**config.mk**
```make
export PLATFORM = sky130hd
export DESIGN_NAME = gaa_sqrt_cell
export DESIGN_NICKNAME = d
export VERILOG_FILES = /design/src/sv/gaa_pkg.sv /design/src/sv/gaa_sqrt_cell.sv
export SDC_FILE = /design/constraint.sdc
export NUM_CORES = 1
export LEC_CHECK = 0
export ABC_AREA = 1
export BUFFER_PORTS_ARGS = -buffer_cell sky130_fd_sc_hd__buf_4
export CORE_MARGIN = 1.5
export CORE_UTILIZATION = 45
export CTS_CLUSTER_DIAMETER = 100
export DETAILED_ROUTE_END_ITERATION = 10
export GPL_ROUTABILITY_DRIVEN = 0
export PLACE_DENSITY = 0.8
export SLEW_MARGIN = 0
export SYNTH_ARGS = -nofsm -noshare
export SYNTH_HDL_FRONTEND = slang
export SYNTH_SLANG_ARGS = --single-unit
```
**constraint.sdc**
```tcl
create_clock -name clk -period 4.22 [get_ports clk]
set_input_delay 0.211 -clock clk [delete_from_list [all_inputs] [get_ports clk]]
set_output_delay 0.211 -clock clk [all_outputs]
set_load 0.005 [all_outputs]
```
**src/sv/gaa_pkg.sv**
```systemverilog
package gaa_pkg;

  // Default and hard limit of the rotation chain length.
  localparam int CORDIC_STAGES_DEF = 16;
  localparam int ATAN_TABLE_LEN    = 24;

  // Datapath widths.
  localparam int OPW   = 56;  // rotation operands
  localparam int ACCW  = 26;  // angle accumulator, 2^21 units per radian
  localparam int SQW   = 32;  // x^2 + z^2
  localparam int ROOTW = 32;  // floor(sqrt(sq * 2^32))
  localparam int REMW  = 34;

  localparam logic signed [ACCW-1:0] ACC_PI = 26'sd6588397;

  // Register indexes.
  localparam logic [2:0] REG_OFFSET_X  = 3'd0;
  localparam logic [2:0] REG_OFFSET_Z  = 3'd1;
  localparam logic [2:0] REG_PITCH_BIAS = 3'd2;
  localparam logic [2:0] REG_YAW_BIAS  = 3'd3;

  typedef struct packed {
    logic signed [15:0] pos_x;
    logic signed [15:0] pos_y;
    logic signed [15:0] pos_z;
  } in_beat_t;

  typedef struct packed {
    logic signed [15:0] pitch_angle;
    logic signed [15:0] yaw_angle;
  } out_beat_t;

  // Values that ride along the square-root chain.
  typedef struct packed {
    logic signed [15:0] py;
    logic signed [16:0] sx;
    logic signed [16:0] sz;
  } side_t;

  typedef struct packed {
    logic             valid;
    logic [SQW-1:0]   n;
    logic [REMW-1:0]  rem;
    logic [ROOTW-1:0] root;
    side_t            side;
  } sqrt_beat_t;

  typedef struct packed {
    logic signed [OPW-1:0]  x;
    logic signed [OPW-1:0]  y;
    logic signed [ACCW-1:0] acc;
    logic                   zero;
  } lane_t;

  typedef struct packed {
    logic  valid;
    lane_t pitch;
    lane_t yaw;
  } cordic_beat_t;

  // atan(2^-i) in 2^21 units per radian, rounded to nearest.
  function automatic logic [20:0] atan_entry(input int i);
    logic [20:0] v;
    case (i)
      0: v = 21'd1647099;
      1: v = 21'd972340;
      2: v = 21'd513757;
      3: v = 21'd260791;
      4: v = 21'd130902;
      5: v = 21'd65515;
      6: v = 21'd32765;
      7: v = 21'd16384;
      8: v = 21'd8192;
      9: v = 21'd4096;
      10: v = 21'd2048;
      11: v = 21'd1024;
      12: v = 21'd512;
      13: v = 21'd256;
      14: v = 21'd128;
      15: v = 21'd64;
      16: v = 21'd32;
      17: v = 21'd16;
      18: v = 21'd8;
      19: v = 21'd4;
      20: v = 21'd2;
      21: v = 21'd1;
      default: v = 21'd0;
    endcase
    return v;
  endfunction

endpackage

```
**src/sv/gaa_sqrt_cell.sv**
```systemverilog
module gaa_sqrt_cell
  import gaa_pkg::*;
(
  input  logic       clk,
  input  logic       rst_n,
  input  logic       en,
  input  sqrt_beat_t beat_in,
  output sqrt_beat_t beat_out
);

  logic [REMW+1:0]  cur;
  logic [REMW+1:0]  trial;
  sqrt_beat_t       beat_r;
  sqrt_beat_t       beat_nxt;

  // One result bit: bring down two radicand bits and try to subtract.
  always_comb begin
    cur      = {beat_in.rem, beat_in.n[SQW-1 -: 2]};
    trial    = {2'b00, beat_in.root, 2'b01};
    beat_nxt = beat_in;
    beat_nxt.n = {beat_in.n[SQW-3:0], 2'b00};
    if (cur >= trial) begin
      beat_nxt.rem  = REMW'(cur - trial);
      beat_nxt.root = {beat_in.root[ROOTW-2:0], 1'b1};
    end else begin
      beat_nxt.rem  = cur[REMW-1:0];
      beat_nxt.root = {beat_in.root[ROOTW-2:0], 1'b0};
    end
  end

  always_ff @(posedge clk) begin
    if (!rst_n) begin
      beat_r.valid <= 1'b0;
    end else if (en) begin
      beat_r <= beat_nxt;
    end
  end

  assign beat_out = beat_r;

endmodule

```
Yosys cells after proc, flatten, opt, wreduce, memory -nomap -nowiden
Index checks and enable logic that the tools add are counted.
{"block": "word_totals", "register_bits": 147, "inputBits": 152, "output_inout_bits": 149, "elab_cells": 11}
{"block": "op_classes", "addsub": 1, "n_lt_le_gt_ge": 1, "mux": 1, "n_reduce_logical": 1}
{"op": "$mux W66", "count": 1}
{"op": "$ge A36 B34 Y1", "count": 1}
{"op": "$sub A34 B34 Y34", "count": 1}
{"op": "$reduce_and A2 Y1", "count": 1}

Logic depth before layout (Yosys ltp)
{"block": "logic_depth", "depth_word": 2, "ltp_mapped": 16, "mapped_depth_nobuf": 15}

Least setup slack after synthesis
No wires, ideal clock.
{"block": "synth_timing", "kind": "in2reg", "startpoint": "input port rst_n", "endpoint": "register beat_r (netlist bit beat_out[0]) (enable)", "setup_ns": 0.499, "arrival_time_ns": 3.056, "required_time_ns": 3.721, "path_slack_ns": 0.665, "path_stages": 2, "path_buffers": 0, "cell_sequence": "nand2_1 inv_1"}
{"block": "synth_between", "elab_chain_cells": 1}
{"element": "start: declaration", "line": "gaa_sqrt_cell.sv:5", "rtl": "input logic rst_n,"}
{"element": "$reduce_and A2 Y1 (no line)"}
{"element": "end signal: assignment", "line": "gaa_sqrt_cell.sv:35", "rtl": "beat_r <= beat_nxt;"}
{"element": "end: declaration", "line": "gaa_sqrt_cell.sv:13", "rtl": "sqrt_beat_t beat_r;"}
No other way between the ends.
A chain may end at the register's enable or synchronous reset.

==> metrics <==
vias in the first global route about 7300; Worst Setup Start Kind input port; Max Slew Vio Count 0; max-cap violations 0; DR DRC count 0; Initial Util 0.457; # setup viols final 0; PortBufs 298; antenna viol nets, final 0; Final Core Density 0.712; Die Y-Extent 132 um; Area Overhead vs Synth 55.7%; Synthesis Warnings 0; Die Span X 132 um; Largest register FFs 147; maximum vdd drop about 330 uV; final setup TNS 0 ps; wire per inst about 18 um; Core Footprint 0.0164 mm2; Design Area, Final 0.0117 mm2; CTS tree yes; cell leakage power 0.00565 uW; total CTS buffers 17; clock root buffer clkbuf_16; status completed; required time worst endpoint 4410 ps; Worst-path clk slew 70 ps; initial antenna violation count 1; Final #Nets around 1400; fillcell total 1143; DIE AREA between 0.015 and 0.02 mm2; synth top area cells edfxtp_1 (58%), nand2_1 (14%), inv_1 (7.1%); hold-fix buffers at CTS around 110; CTS resizes 0; DR vias/cell between 4 and 5; 1st-pass router iterations 6; area leader, netlist edfxtp_1; Slew @ Worst Pin 824 ps; global route total overflow 0; Seq cells post-synth approximately 150; CP max stage cell dlygate4sd3_1; CTS max path bufs 2; Mean Syn Cell Area 9.39 um2; Gate Count Post-Synth ~800; Synth cell types 26; worst hold margin 51.7 ps; Iteration-0 DRC Markers 562; DPL Wire Length 17200 um; min-delay worst type in2reg; most common cell after layout, fill and taps aside buf_4; first-pass GRT wire length 41000 um; crit-path max FO 37; Worst path most repeated cell nand2_1; CTS H-Tree Depth 4; final WL 26800 um; max_slew headroom 0.451; pwr/cell area 364 mW/mm2; post-synthesis sequential area ratio 0.587; GRT Util Overall 0.310; Synth Cell Area around 0.0075 mm2; min Tclk post-route 2700 ps; Placed Area roughly 0.01 mm2; share of layout cells above drive strength 1 0.282; Rows 47; share of the synthesized area in the top cell type 0.584; CP max stage delay ~570 ps; setup bufs post-CTS 0; CP Capture Type register; DR vias between 7000 and 8000; final period utilization 0.640; Clk Latency, worst-skew pair 430 ps; final hold violation count 0; largest net degree at the start of global routing 89; RSZ-0062 raised after global routing no; worst clock skew 0 ps; CP arrival just under 3000 ps; CP cell instances dlygate4sd3_1 -> buf_4 -> inv_1 -> ha_1 -> nand2_1 -> nor2_1 -> nand2_1 -> nor2_1 -> nand2_1 -> nand2_1 -> nand2_2 -> nand2_8 -> inv_4 -> nand2_1 -> nand2_1; Ports approximately 300; fmax 370 MHz; commonest cells after routing, fill and taps aside buf_4 (300), nand2_1 (284), edfxtp_1 (146), inv_1 (140), dlygate4sd3_1 (112); critical path class in2reg; TritonCTS Sinks 147
## power by group
group          internal, uW  switching [uW]  total [uW]
clock                   888             695        1580
combinational           424             454         878
sequential             1750            43.5        1790
total                  3060            1190        4250
## synth_stat cells, drive strengths merged
library cell and n:
nand2 290, edfxtp 146, inv 142, nor2 59, nand3 40, ha 34, a21oi 27, xor2 15
o21ai 13, buf 8, nand4 6, nand3b 4, o21bai 4, nor3 3, xnor2 3, and2 2
conb 1, dfxtp 1, nor4 1
## path summary, 6_finish.rpt
| path | start | to | slack, ps | depth (start not counted) |
|---|---|---|---|---|
| worst max-delay path | beat_in[63] | beat_out[94] | 1520 | 15 |
| worst min-delay path | beat_in[91] | beat_out[93] | 50 | 3 |
| worst max register to register | beat_out[148] | beat_out[148] | 3460 | 2 |
| worst min register to register | beat_out[148] | beat_out[148] | 630 | 2 |
## cell type report
cell class	count	area (um2)	area share
repair buffers	412	3370	0.289
multi-input cells	503	2490	0.213
flip-flops and latches	147	4400	0.377
inverters	142	541	0.0463
diodes	1	2.50	0.000214
clock inverters	15	168	0.0144
well taps	220	275	0.0236
clock buffers	17	425	0.0364
## stage by stage
stage | std cells | worst slack, ps | total power (uW)
after floorplan | 800 | 665 | 2180
after global placement | 1312 | 1740 | 2550
after detailed placement | 1312 | 1720 | 2570
after CTS | 1456 | 1590 | 4200
after global routing | 1457 | 1290 | 4400
final | 1457 | 1520 | 4250
## metal layers
metal	global-route usage	share of wire	up-vias
met2	0.530	0.49	396
met4	0.144	0.051	0
met5	0	0	-
met3	0.0830	0.076	96
met1	0.365	0.38	3379
li1	-	-	3411
## kinds of logic after synthesis
family,synth area share
buffers and inverters,0.0809
AO/OA/AOI/OAI,0.0317
adder cells (fa/ha/maj),0.0567
XOR/XNOR,0.0210
flip-flops,0.587
other,0.000500
AND/OR/NAND/NOR,0.222
## worst max-delay path: cells and delay by family
family        cells  cell delay, ps
buf+inv           4             960
simple gates     10            1320
fa+ha+maj         1             330
Power figures use the tool's default switching activity.
